<file path="src/design/twcs_pkg.sv">
package twcs_pkg;
  localparam int PoolDepth = 32;
  localparam int ProcessCount = 8;
  localparam int LinkW = 6;
  localparam logic [LinkW-1:0] LinkNull = 6'd63;
  localparam int SlotW = 3 + 3 + 1 + 32 + 32 + 32;

  typedef enum logic [1:0] {
    CMD_PUSH = 2'd0,
    CMD_ROLLBACK = 2'd1,
    CMD_COMMIT = 2'd2,
    CMD_INVALID = 2'd3
  } cmd_t;

  typedef struct packed {
    logic [2:0] sender;
    logic [2:0] receiver;
    logic anti;
    logic signed [31:0] tx_stamp;
    logic signed [31:0] rx_stamp;
    logic [31:0] payload;
  } slot_t;
endpackage

</file>
<file path="src/design/twcs_ram.sv">
module twcs_ram #(
  parameter int Width = 8,
  parameter int Depth = 32
) (
  input  logic                     clk,
  input  logic                     we,
  input  logic [$clog2(Depth)-1:0] waddr,
  input  logic [Width-1:0]         wdata,
  input  logic [$clog2(Depth)-1:0] raddr,
  output logic [Width-1:0]         rdata
);
  logic [Width-1:0] mem [Depth];

  always_ff @(posedge clk) begin
    if (we) begin
      mem[waddr] <= wdata;
    end
    rdata <= mem[raddr];
  end
endmodule

</file>
<file path="src/design/time_warp_cancellation_store.sv">
// Time-warp output queue. Events sit in a 32-slot pool, one newest-first
// list per sender, plus a free list. Assert start while busy is low; the
// block then raises busy and emits results, one strobe-marked cycle each,
// which the receiver must take as they come. Each command ends with one
// status result (last=1). Push, failed push and invalid commands give only
// that result; rollback first emits an anti-message per event it removes,
// and commit walks every process list. Each list step waits on the
// registered-read slot and link memories. After reset the link memory is
// chained by an initialization pass over all 32 entries, during which busy
// stays high.
module time_warp_cancellation_store
  import twcs_pkg::*;
(
  input  logic               clk,
  input  logic               rst,
  input  logic               start,
  output logic               busy,
  input  logic [1:0]         cmd,
  input  logic [2:0]         src_lp,
  input  logic [2:0]         dst_lp,
  input  logic signed [31:0] tx_stamp,
  input  logic signed [31:0] rx_stamp,
  input  logic [31:0]        payload,
  input  logic               anti_flag,
  output logic               strobe,
  output logic               kind,
  output logic               last,
  output logic               success,
  output logic [2:0]         out_sender,
  output logic [2:0]         out_receiver,
  output logic signed [31:0] out_send_time,
  output logic signed [31:0] out_recv_time,
  output logic [31:0]        out_payload,
  output logic               out_anti,
  output logic [5:0]         lp_count,
  output logic [5:0]         total_count,
  output logic signed [31:0] gvt
);
  localparam int AW = $clog2(PoolDepth);
  localparam int PW = $clog2(ProcessCount);

  typedef enum logic [9:0] {
    S_INIT   = 10'b0000000001,
    S_IDLE   = 10'b0000000010,
    S_DISP   = 10'b0000000100,
    S_RREAD  = 10'b0000001000,
    S_RTEST  = 10'b0000010000,
    S_CHEAD  = 10'b0000100000,
    S_CREAD  = 10'b0001000000,
    S_CTEST  = 10'b0010000000,
    S_STATUS = 10'b0100000000,
    S_PUSH   = 10'b1000000000
  } state_t;

  state_t state;
  logic [AW-1:0] init_cnt;
  logic [1:0] c_cmd;
  logic [2:0] c_snd, c_rcv;
  logic signed [31:0] c_st, c_rt;
  logic [31:0] c_pl;
  logic c_af;
  logic [LinkW-1:0] free_first;
  logic [LinkW-1:0] list_first [ProcessCount];
  logic [5:0] list_count [ProcessCount];
  logic [5:0] pool_count;
  logic [LinkW-1:0] cur, prev;
  logic [PW-1:0] proc;
  logic [5:0] guard;
  logic succ;

  logic s_we, l_we;
  logic [AW-1:0] s_waddr, s_raddr, l_waddr, l_raddr;
  slot_t s_wdata, s_rdata;
  logic [LinkW-1:0] l_wdata, l_rdata;

  twcs_ram #(.Width(SlotW), .Depth(PoolDepth)) u_slot (
    .clk, .we(s_we), .waddr(s_waddr), .wdata(s_wdata), .raddr(s_raddr), .rdata(s_rdata)
  );
  twcs_ram #(.Width(LinkW), .Depth(PoolDepth)) u_link (
    .clk, .we(l_we), .waddr(l_waddr), .wdata(l_wdata), .raddr(l_raddr), .rdata(l_rdata)
  );

  logic okid;
  logic [PW-1:0] sidx;
  logic cur_ok;
  logic gt;
  assign sidx = c_snd[PW-1:0];
  assign okid = ({3'd0, c_snd} < 6'(ProcessCount));
  assign cur_ok = (cur < LinkW'(PoolDepth)) && (guard < 6'(PoolDepth));
  assign gt = s_rdata.tx_stamp > c_st;
  assign busy = (state != S_IDLE);
  assign total_count = pool_count;

  // predecessor relink of a commit step, written in the cycle after it
  logic pl_we;
  logic [AW-1:0] pl_addr;
  logic [LinkW-1:0] pl_data;

  always_comb begin
    s_we = 1'b0;
    s_waddr = free_first[AW-1:0];
    s_wdata = '{c_snd, c_rcv, c_af, c_st, c_rt, c_pl};
    s_raddr = cur[AW-1:0];
    l_we = 1'b0;
    l_waddr = cur[AW-1:0];
    l_wdata = l_rdata;
    l_raddr = cur[AW-1:0];
    unique case (state)
      S_INIT: begin
        l_we = 1'b1;
        l_waddr = init_cnt;
        l_wdata = (init_cnt == AW'(PoolDepth - 1)) ? LinkNull : LinkW'(init_cnt) + 1'b1;
      end
      S_DISP: l_raddr = free_first[AW-1:0];
      S_PUSH: begin
        s_we = 1'b1;
        l_we = 1'b1;
        l_waddr = free_first[AW-1:0];
        l_wdata = list_first[sidx];
      end
      S_RTEST: begin
        if (gt) begin
          l_we = 1'b1;
          l_wdata = free_first;
        end
      end
      S_CTEST: begin
        if (!gt) begin
          l_we = 1'b1;
          l_wdata = free_first;
        end
      end
      default: ;
    endcase
    if (pl_we) begin
      l_we = 1'b1;
      l_waddr = pl_addr;
      l_wdata = pl_data;
    end
  end

  logic ctest_prev_link;
  assign ctest_prev_link = (state == S_CTEST) && !gt && (prev < LinkW'(PoolDepth));

  always_ff @(posedge clk) begin
    if (rst) begin
      strobe <= 1'b0;
      state <= S_INIT;
      init_cnt <= '0;
      free_first <= '0;
      pool_count <= '0;
      gvt <= '0;
      pl_we <= 1'b0;
      for (int i = 0; i < ProcessCount; i++) begin
        list_first[i] <= LinkNull;
        list_count[i] <= '0;
      end
    end else begin
      strobe <= (state == S_STATUS) || ((state == S_RTEST) && gt);
      pl_we <= ctest_prev_link;
      unique case (state)
        S_INIT: begin
          init_cnt <= init_cnt + 1'b1;
          if (init_cnt == AW'(PoolDepth - 1)) state <= S_IDLE;
        end
        S_IDLE: begin
          if (start) begin
            c_cmd <= cmd; c_snd <= src_lp; c_rcv <= dst_lp;
            c_st <= tx_stamp; c_rt <= rx_stamp; c_pl <= payload;
            c_af <= anti_flag;
            state <= S_DISP;
          end
        end
        S_DISP: begin
          guard <= '0;
          proc <= '0;
          unique case (cmd_t'(c_cmd))
            CMD_PUSH: begin
              succ <= 1'b0;
              state <= (okid && pool_count < 6'(PoolDepth) &&
                        free_first < LinkW'(PoolDepth)) ? S_PUSH : S_STATUS;
            end
            CMD_ROLLBACK: begin
              cur <= list_first[sidx];
              succ <= okid;
              state <= okid ? S_RREAD : S_STATUS;
            end
            CMD_COMMIT: begin
              gvt <= c_st;
              succ <= 1'b1;
              state <= S_CHEAD;
            end
            default: begin
              succ <= 1'b0;
              state <= S_STATUS;
            end
          endcase
        end
        S_PUSH: begin
          free_first <= l_rdata;
          list_first[sidx] <= free_first;
          list_count[sidx] <= list_count[sidx] + 1'b1;
          pool_count <= pool_count + 1'b1;
          succ <= 1'b1;
          state <= S_STATUS;
        end
        S_RREAD: state <= cur_ok ? S_RTEST : S_STATUS;
        S_RTEST: begin
          if (gt) begin
            list_first[sidx] <= l_rdata;
            free_first <= cur;
            if (pool_count != 0) pool_count <= pool_count - 1'b1;
            if (list_count[sidx] != 0) list_count[sidx] <= list_count[sidx] - 1'b1;
            kind <= 1'b1; last <= 1'b0; success <= 1'b1;
            out_sender <= s_rdata.sender; out_receiver <= s_rdata.receiver;
            out_send_time <= s_rdata.tx_stamp; out_recv_time <= s_rdata.rx_stamp;
            out_payload <= s_rdata.payload; out_anti <= 1'b1;
            lp_count <= (list_count[sidx] != 0) ? list_count[sidx] - 1'b1 : 6'd0;
            cur <= l_rdata;
            guard <= guard + 1'b1;
            state <= S_RREAD;
          end else begin
            state <= S_STATUS;
          end
        end
        S_CHEAD: begin
          cur <= list_first[proc];
          prev <= LinkNull;
          guard <= '0;
          state <= S_CREAD;
        end
        S_CREAD: begin
          if (cur_ok) begin
            state <= S_CTEST;
          end else if (proc == PW'(ProcessCount - 1)) begin
            state <= S_STATUS;
          end else begin
            proc <= proc + 1'b1;
            state <= S_CHEAD;
          end
        end
        S_CTEST: begin
          if (!gt) begin
            if (prev >= LinkW'(PoolDepth)) list_first[proc] <= l_rdata;
            else begin
              pl_addr <= prev[AW-1:0];
              pl_data <= l_rdata;
            end
            free_first <= cur;
            if (pool_count != 0) pool_count <= pool_count - 1'b1;
            if (list_count[proc] != 0) list_count[proc] <= list_count[proc] - 1'b1;
          end else begin
            prev <= cur;
          end
          cur <= l_rdata;
          guard <= guard + 1'b1;
          state <= S_CREAD;
        end
        S_STATUS: begin
          kind <= 1'b0; last <= 1'b1; success <= succ;
          out_sender <= c_snd; out_receiver <= c_rcv;
          out_send_time <= c_st; out_recv_time <= c_rt;
          out_payload <= c_pl; out_anti <= c_af;
          lp_count <= okid ? list_count[sidx] : 6'd0;
          state <= S_IDLE;
        end
        default: state <= S_IDLE;
      endcase
    end
  end

`ifndef SYNTHESIS
  a_pool_bound: assert property (@(posedge clk) disable iff (rst)
    pool_count <= 6'(PoolDepth)) else $error("pool count overflow");
  a_status_idle: assert property (@(posedge clk) disable iff (rst)
    (strobe && last) |-> !busy) else $error("status without return to idle");
  a_anti_kind: assert property (@(posedge clk) disable iff (rst)
    (strobe && kind) |-> (out_anti && !last)) else $error("bad anti-message");
`endif
endmodule

</file>
<file path="config.mk">
export PLATFORM = sky130hd
export DESIGN_NAME = time_warp_cancellation_store
export DESIGN_NICKNAME = d
export VERILOG_FILES = /design/src/design/twcs_pkg.sv /design/src/design/twcs_ram.sv /design/src/design/time_warp_cancellation_store.sv
export SDC_FILE = /design/constraint.sdc
export NUM_CORES = 2
export LEC_CHECK = 0
export ABC_AREA = 0
export BUFFER_PORTS_ARGS = -buffer_cell sky130_fd_sc_hd__buf_2
export CORE_MARGIN = 4
export CORE_UTILIZATION = 25
export CTS_CLUSTER_SIZE = 16
export DETAILED_ROUTE_END_ITERATION = 8
export PLACE_DENSITY_LB_ADDON = 0.12
export SLEW_MARGIN = 10
export SYNTH_ARGS = -nofsm -noshare
export SYNTH_HDL_FRONTEND = slang
export SYNTH_SLANG_ARGS = --single-unit
</file>
<file path="constraint.sdc">
create_clock -name clk -period 15.58 [get_ports clk]
set_clock_uncertainty 0.1 [all_clocks]
set_input_delay 2.337 -clock clk [delete_from_list [all_inputs] [get_ports clk]]
set_output_delay 2.337 -clock clk [all_outputs]
set_load 0.005 [all_outputs]
</file>
Word-level counts from Yosys, hierarchy flattened

Memories as Yosys holds them, arrays and structs flattened. A register that Yosys moved wholly into a read port is not among the register bits.
Index checks and enable logic that the tools add are counted.

Add/sub/neg operators: 9
Order comparisons: 7
Equality and inequality tests: 23
Muxes and demuxes: 103
Bitwise operators: 5
Reductions and logical operators: 37

Operator list:

| operator                                                            | number |
|---|---|
| 32-bit case mux with 2 select lines                                 | 3 |
| 6-bit two-way mux                                                   | 20 |
| 32-bit two-way mux                                                  | 3 |
| 10-bit case mux with 8 select lines                                 | 1 |
| 6-bit case mux with 3 select lines                                  | 3 |
| 6-bit case mux with 4 select lines                                  | 2 |
| 1-bit two-way mux                                                   | 37 |
| 3-bit two-way mux                                                   | 12 |
| 9-bit two-way mux                                                   | 4 |
| 32-bit greater-than comparator                                      | 1 |
| 6-bit less-than comparator (second input constant)                  | 5 |
| 10-bit two-way mux                                                  | 3 |
| 10-bit case mux with 3 select lines                                 | 1 |
| 6-bit case mux with 2 select lines                                  | 2 |
| 6-bit OR reduction                                                  | 4 |
| 6-bit by 1-bit adder with 6-bit output (second input constant)      | 3 |
| 3-bit case mux with 2 select lines                                  | 3 |
| 6-bit nonzero test                                                  | 3 |
| 6-bit by 1-bit subtractor with 6-bit output (second input constant) | 3 |
| 2-bit inequality test (second input constant)                       | 8 |
| 3-bit AND reduction                                                 | 5 |
| 4-bit AND reduction                                                 | 3 |
| 10-bit by 1-bit == test with 1-bit output (second input constant)   | 1 |
| 10-bit == test (second input constant)                              | 1 |
| 32 further kinds                                                    | 53 |

Register bits after elaboration: 311
Bits in writable memories: 3584
Input bits: 108
Word-level logic and storage cells: 219
Memories kept: 4

Memory list:

| name       | words | bits a word | rd ports | clocked after Yosys merged registers in | wr ports | RTL line                           | text |
|---|---|---|---|---|---|---|---|
| u_slot.mem | 32    | 103         | 1        | 1                                       | 1        | twcs_ram.sv:12                     | `logic [Width-1:0] mem [Depth];` |
| u_link.mem | 32    | 6           | 1        | 1                                       | 1        | twcs_ram.sv:12                     |  |
| list_count | 8     | 6           | 2        | 2                                       | 8        | time_warp_cancellation_store.sv:64 | `logic [5:0] list_count [ProcessCount];` |
| list_first | 8     | 6           | 2        | 2                                       | 8        | time_warp_cancellation_store.sv:63 | `logic [LinkW-1:0] list_first [ProcessCount];` |

Longest topological paths before layout

Word-level depth: 10
Depth in mapped cells: 13

By module

From an unflattened synthesis, not the netlist that was laid out.

Cells, all modules: 7956
Area, all modules: 154124.1 sq um

Modules (own cells, without submodules):

| module                       | instances | cells each | area an instance (sq um) | sequential area each (sq um) |
|---|---|---|---|---|
| twcs_ram at u_slot           | 1         | 6006       | 127119.4                 | 101036.9 |
| time_warp_cancellation_store | 1         | 1627       | 19414.9                  | 11731.3 |
| twcs_ram at u_link           | 1         | 323        | 7589.8                   | 5885.6 |

Worst setup path after synthesis

OpenSTA, ideal clock, no wires.

Kind: in2reg
Start point: in rst
End point: reg kind, enable pin
Arrival time: 8.542 ns
Data required time: 14.860 ns
Setup slack: 6.317 ns
Stages: 5
Path buffers: 4
Cells stage by stage: clkbuf_1 -> clkbuf_1 -> clkbuf_1 -> clkbuf_1 -> a21oi_1

Longest elaborated chain between the ends: 2

Ends and longest elaborated chain:

| element                              | RTL line                            | text |
|---|---|---|
| start, declared                      | time_warp_cancellation_store.sv:15  | `input logic rst,` |
| 1-bit inverter (no source line)      | -                                   |  |
| 3-bit AND reduction (no source line) | -                                   |  |
| end signal, assigned                 | time_warp_cancellation_store.sv:214 | `kind <= 1'b1; last <= 1'b0; success <= 1'b1;` |
| end signal, assigned                 | time_warp_cancellation_store.sv:260 | `kind <= 1'b0; last <= 1'b1; success <= succ;` |
| end, declared                        | time_warp_cancellation_store.sv:26  | `output logic kind,` |

No other way between the ends.
A chain may end at the register's enable or synchronous reset.

Worst setup path after layout

Start point: reg c_st[31]
End point: reg out_payload[3], enable pin

Longest elaborated chain between the ends: 3

Ends and longest elaborated chain:

| element                                | RTL line                            | text |
|---|---|---|
| start, declared                        | time_warp_cancellation_store.sv:59  | `logic signed [31:0] c_st, c_rt;` |
| start signal, assigned                 | time_warp_cancellation_store.sv:169 | `c_st <= tx_stamp; c_rt <= rx_stamp; c_pl <= payload;` |
| 32-bit greater-than comparator         | time_warp_cancellation_store.sv:90  | `assign gt = s_rdata.tx_stamp > c_st;` |
| 2-bit inequality test (no source line) | -                                   |  |
| 3-bit AND reduction (no source line)   | -                                   |  |
| end signal, assigned                   | time_warp_cancellation_store.sv:217 | `out_payload <= s_rdata.payload; out_anti <= 1'b1;` |
| end signal, assigned                   | time_warp_cancellation_store.sv:263 | `out_payload <= c_pl; out_anti <= c_af;` |
| end, declared                          | time_warp_cancellation_store.sv:33  | `output logic [31:0] out_payload,` |

No other way between the ends.

==> results.md <==
* Outcome: finished, final reports clean
* Slack of the critical path at 9130 ps
* Number of antenna violations at the first check in global routing at 35
* R2R Path Start: c_st[31]
* Core Box Area at 0.607 mm2
* Req. time, crit path at 16120 ps
* R2r setup slk at 9130 ps
* Routed Antenna Nets at 0
* Routability cong. at 0.750
* Clock Power Share at 47.0%
* Worst Hold Depth at 0
* Max Root-Sink Buffers at 4
* PwrDens at 125 mW/mm2
* Number of flops mapped to enable cells by yosys at 3802
* Reg clk slew, reported paths at 60 ps
* Seq pwr share at 52.1%
* RSZ-0062 raised after global routing: no
* Cts hold-fix bufs at 0
* Hold Path Sink: pl_addr[1]
* Grt total ovfl at 0
* Worst hold start: prev[1]
* Skew-Pair Late Insertion Delay at 1060 ps
* Sequential share of the synthesized area at 77.2%
* Total power at 22.3 mW
* # resized after CTS at 0
* Input/output buffers at 259
* H-Tree Depth at 5
* Share of cells above drive strength 1 at 30.4%
* DIE WIDTH at 789 um
* Syn Nets at 7110
* Ys async rst share at 0%
* Drt total wl at 488000 um
* Critical path endpoint category: flip-flop
* Setup WS pre-CTS at 9040 ps
* Post-Syn Instances at 6950
* RR Endpoint: out_payload[3]
* Pre-antenna DRT Iters at 5
* Setup TNS at 0 ps
* Rel. slew slack at 7.99%
* Switching share of power at 20.7%
* Die area at 0.622 mm2
* Crit Path Category: flip-flop to flip-flop
* Top_reg_cell synth: edfxtp_1
* DR WL/cell at 30.5 um
* CTS tree: yes
* Worst Hold Class: flip-flop to flip-flop
* Combinational power share at 0.9%
* Vias at 74100
* Count of pins over their slew limit at 0
* Synth cell types at 73
* Largest net degree at the start of global routing at 100
* Final Critical Period at 6450 ps
* #FFs+latches synth at 3977
* First-pass GRT wire length at 662000 um
* Die Span Y at 789 um
* CTS Root Cell: clkbuf_16
* Fmax at 155 MHz
* CTS Buf Count at 446
* Psw at 4.62 mW
* Iteration-0 DRC Markers at 7110
* Cell area after layout at 0.179 mm2
* Worst setup SP type: flip-flop
* Hold WS at 307 ps
* Post-DP HPWL at 256000 um
* Clk sinks at 3977
* Maximum VDD drop at 0.106 mV
* Final nets at 7677
* Top-Level Pins at 260
* Total track usage at 15.3%
* Row count at 286
* Residual DRC at 0
* Int Pwr at 17.7 mW
* Max Fanout on Critical Path at 41
* Final Hold Viols at 0
* Crit path arrival time at 6980 ps
* Cell Area, Synth at 0.152 mm2
* Area Growth Syn to Fin at 17.7%
* Vias in the first global route at 76900
* Final period utilization at 41.4%
* Final setup violation count at 0
* Syn_area_per_cell at 21.9 um2
* Maxcap violations at 0
* # Post-CTS Setup Buffers at 0
* Path depth of the worst reg2reg path at 10
* Warnings, synthesis at 0
* Cell Area, Placed at 0.165 mm2
* Slew at the pin closest to its max-slew limit at 1370 ps
* Leak at 55.7 nW
* Initial Util at 25.1%
* Vias per cell at 4.63
## how the worst max path moves through the flow
stage / depth (start not counted) / start / slack, ps / end
2_1_floorplan: 5 / rst / 6320 / kind
4_1_cts: 10 / c_st[31] / 9030 / out_payload[6]
5_1_grt: 10 / c_st[31] / 8820 / out_payload[6]
3_5_place_dp: 10 / c_st[31] / 9040 / out_payload[15]
6_report: 10 / c_st[31] / 9130 / out_payload[3]
3_3_place_gp: 10 / c_st[31] / 9150 / out_payload[5]
## layer usage
layer	part of all wire (%)	GRT usage, %	wire [um]
met5	0.010	0	49
met4	2.6	3.80	12700
met3	5.7	3.04	27600
met2	47	24.6	230000
met1	44	21.1	217000
## Yosys cell counts (12+ instances only)
master    instances  area share (%)
a21oi_1          82            0.27
clkbuf_1        220            0.54
buf_1           113            0.28
mux2_2          121            0.89
nand2_1         523             1.3
o22ai_1          15           0.062
mux4_2         1068              16
nand4_1          12           0.049
nand3_1          32            0.11
nor2_1           99            0.24
mux2i_1          38            0.25
a311oi_1         25            0.14
or2_2            13           0.053
o21ai_0          58            0.19
buf_2            22           0.072
nor4_1           12           0.049
dfxtp_1         175             2.3
edfxtp_1       3802              75
a31oi_1          29            0.12
a22oi_1          13           0.064
and2_1           47            0.19
a211oi_1         98            0.48
nor3_1           34            0.11
ha_1             51            0.42
inv_1            47            0.12
nand2b_1         20           0.082
and3_1           36            0.15
## cell families after synthesis
kind of cell    share of synthesized area, %
flops                                   77.2
mux                                     17.0
buf+inv                                 1.04
compound gates                          1.61
xor+xnor                               0.103
fa+ha+maj                              0.432
simple gates                            2.66
## metrics by stage
stage               cells  utilization (%)
floorplan            6950                -
global placement    15100             27.1
detailed placement  15100             27.1
CTS                 16000             29.5
global route        16000             29.5
finish              16000             29.5
## flip-flops by register name, indices dropped and copies added, names as in the netlist, 10 cells and up, named ones only
name and flops:
out_payload 32, c_rt 32, c_st 32, state 10, gvt 32, u_link.mem 192
u_slot.mem 3264, list_first 48, list_count 48, out_send_time 32, c_pl 32, out_recv_time 32
u_slot.rdata 102
## worst max-delay path, cell delays in order (launching register included)
cell	delay [ps]
edfxtp_1	1020
inv_1	150
ha_1	500
nand2_1	120
nor3_1	880
o311a_1	540
nor3_4	170
mux2_2	360
a21oi_4	500
buf_4	750
buf_4	860
## power by group through the flow
stage                     combinational (mW)  sequential [mW]  clock, mW
after floorplan                       0.0934             11.8          0
after global placement                 0.206             11.9          0
after detailed placement               0.207             11.9          0
after CTS                              0.208             11.6       10.8
after global routing                   0.220             11.6       11.3
final                                  0.202             11.6       10.5
## cell type report
| cell class | instances | area (um2) |
|---|---|---|
| clock buffer | 571 | 12000 |
| fill | 58800 | 428000 |
| inverter | 49 | 189 |
| tap | 8064 | 10100 |
| clock inverter | 271 | 2630 |
| sequential | 3977 | 118000 |
| timing repair buffer | 479 | 3250 |
| multi-input combinational | 2564 | 33500 |
| antenna | 20 | 50.0 |
## cell usage in the layout, fill, tap and decap left out, drive strengths merged, types with 10 or more instances in the layout
cell type,count
nand2,524
bufinv,37
nor4,13
nand3,32
clkinv,215
mux2,121
edfxtp,3802
and2,57
nand4,12
a31oi,29
a21oi,82
a311oi,25
ha,51
clkbuf,572
inv,59
o22ai,16
nand2b,20
a211oi,98
diode,20
buf,478
a22oi,13
nand3b,10
mux2i,42
or2,13
or3,11
o21ai,60
and3,36
nor3,35
nor2,104
mux4,1068
dfxtp,175
xnor2,10
Power figures use the tool's default switching activity.
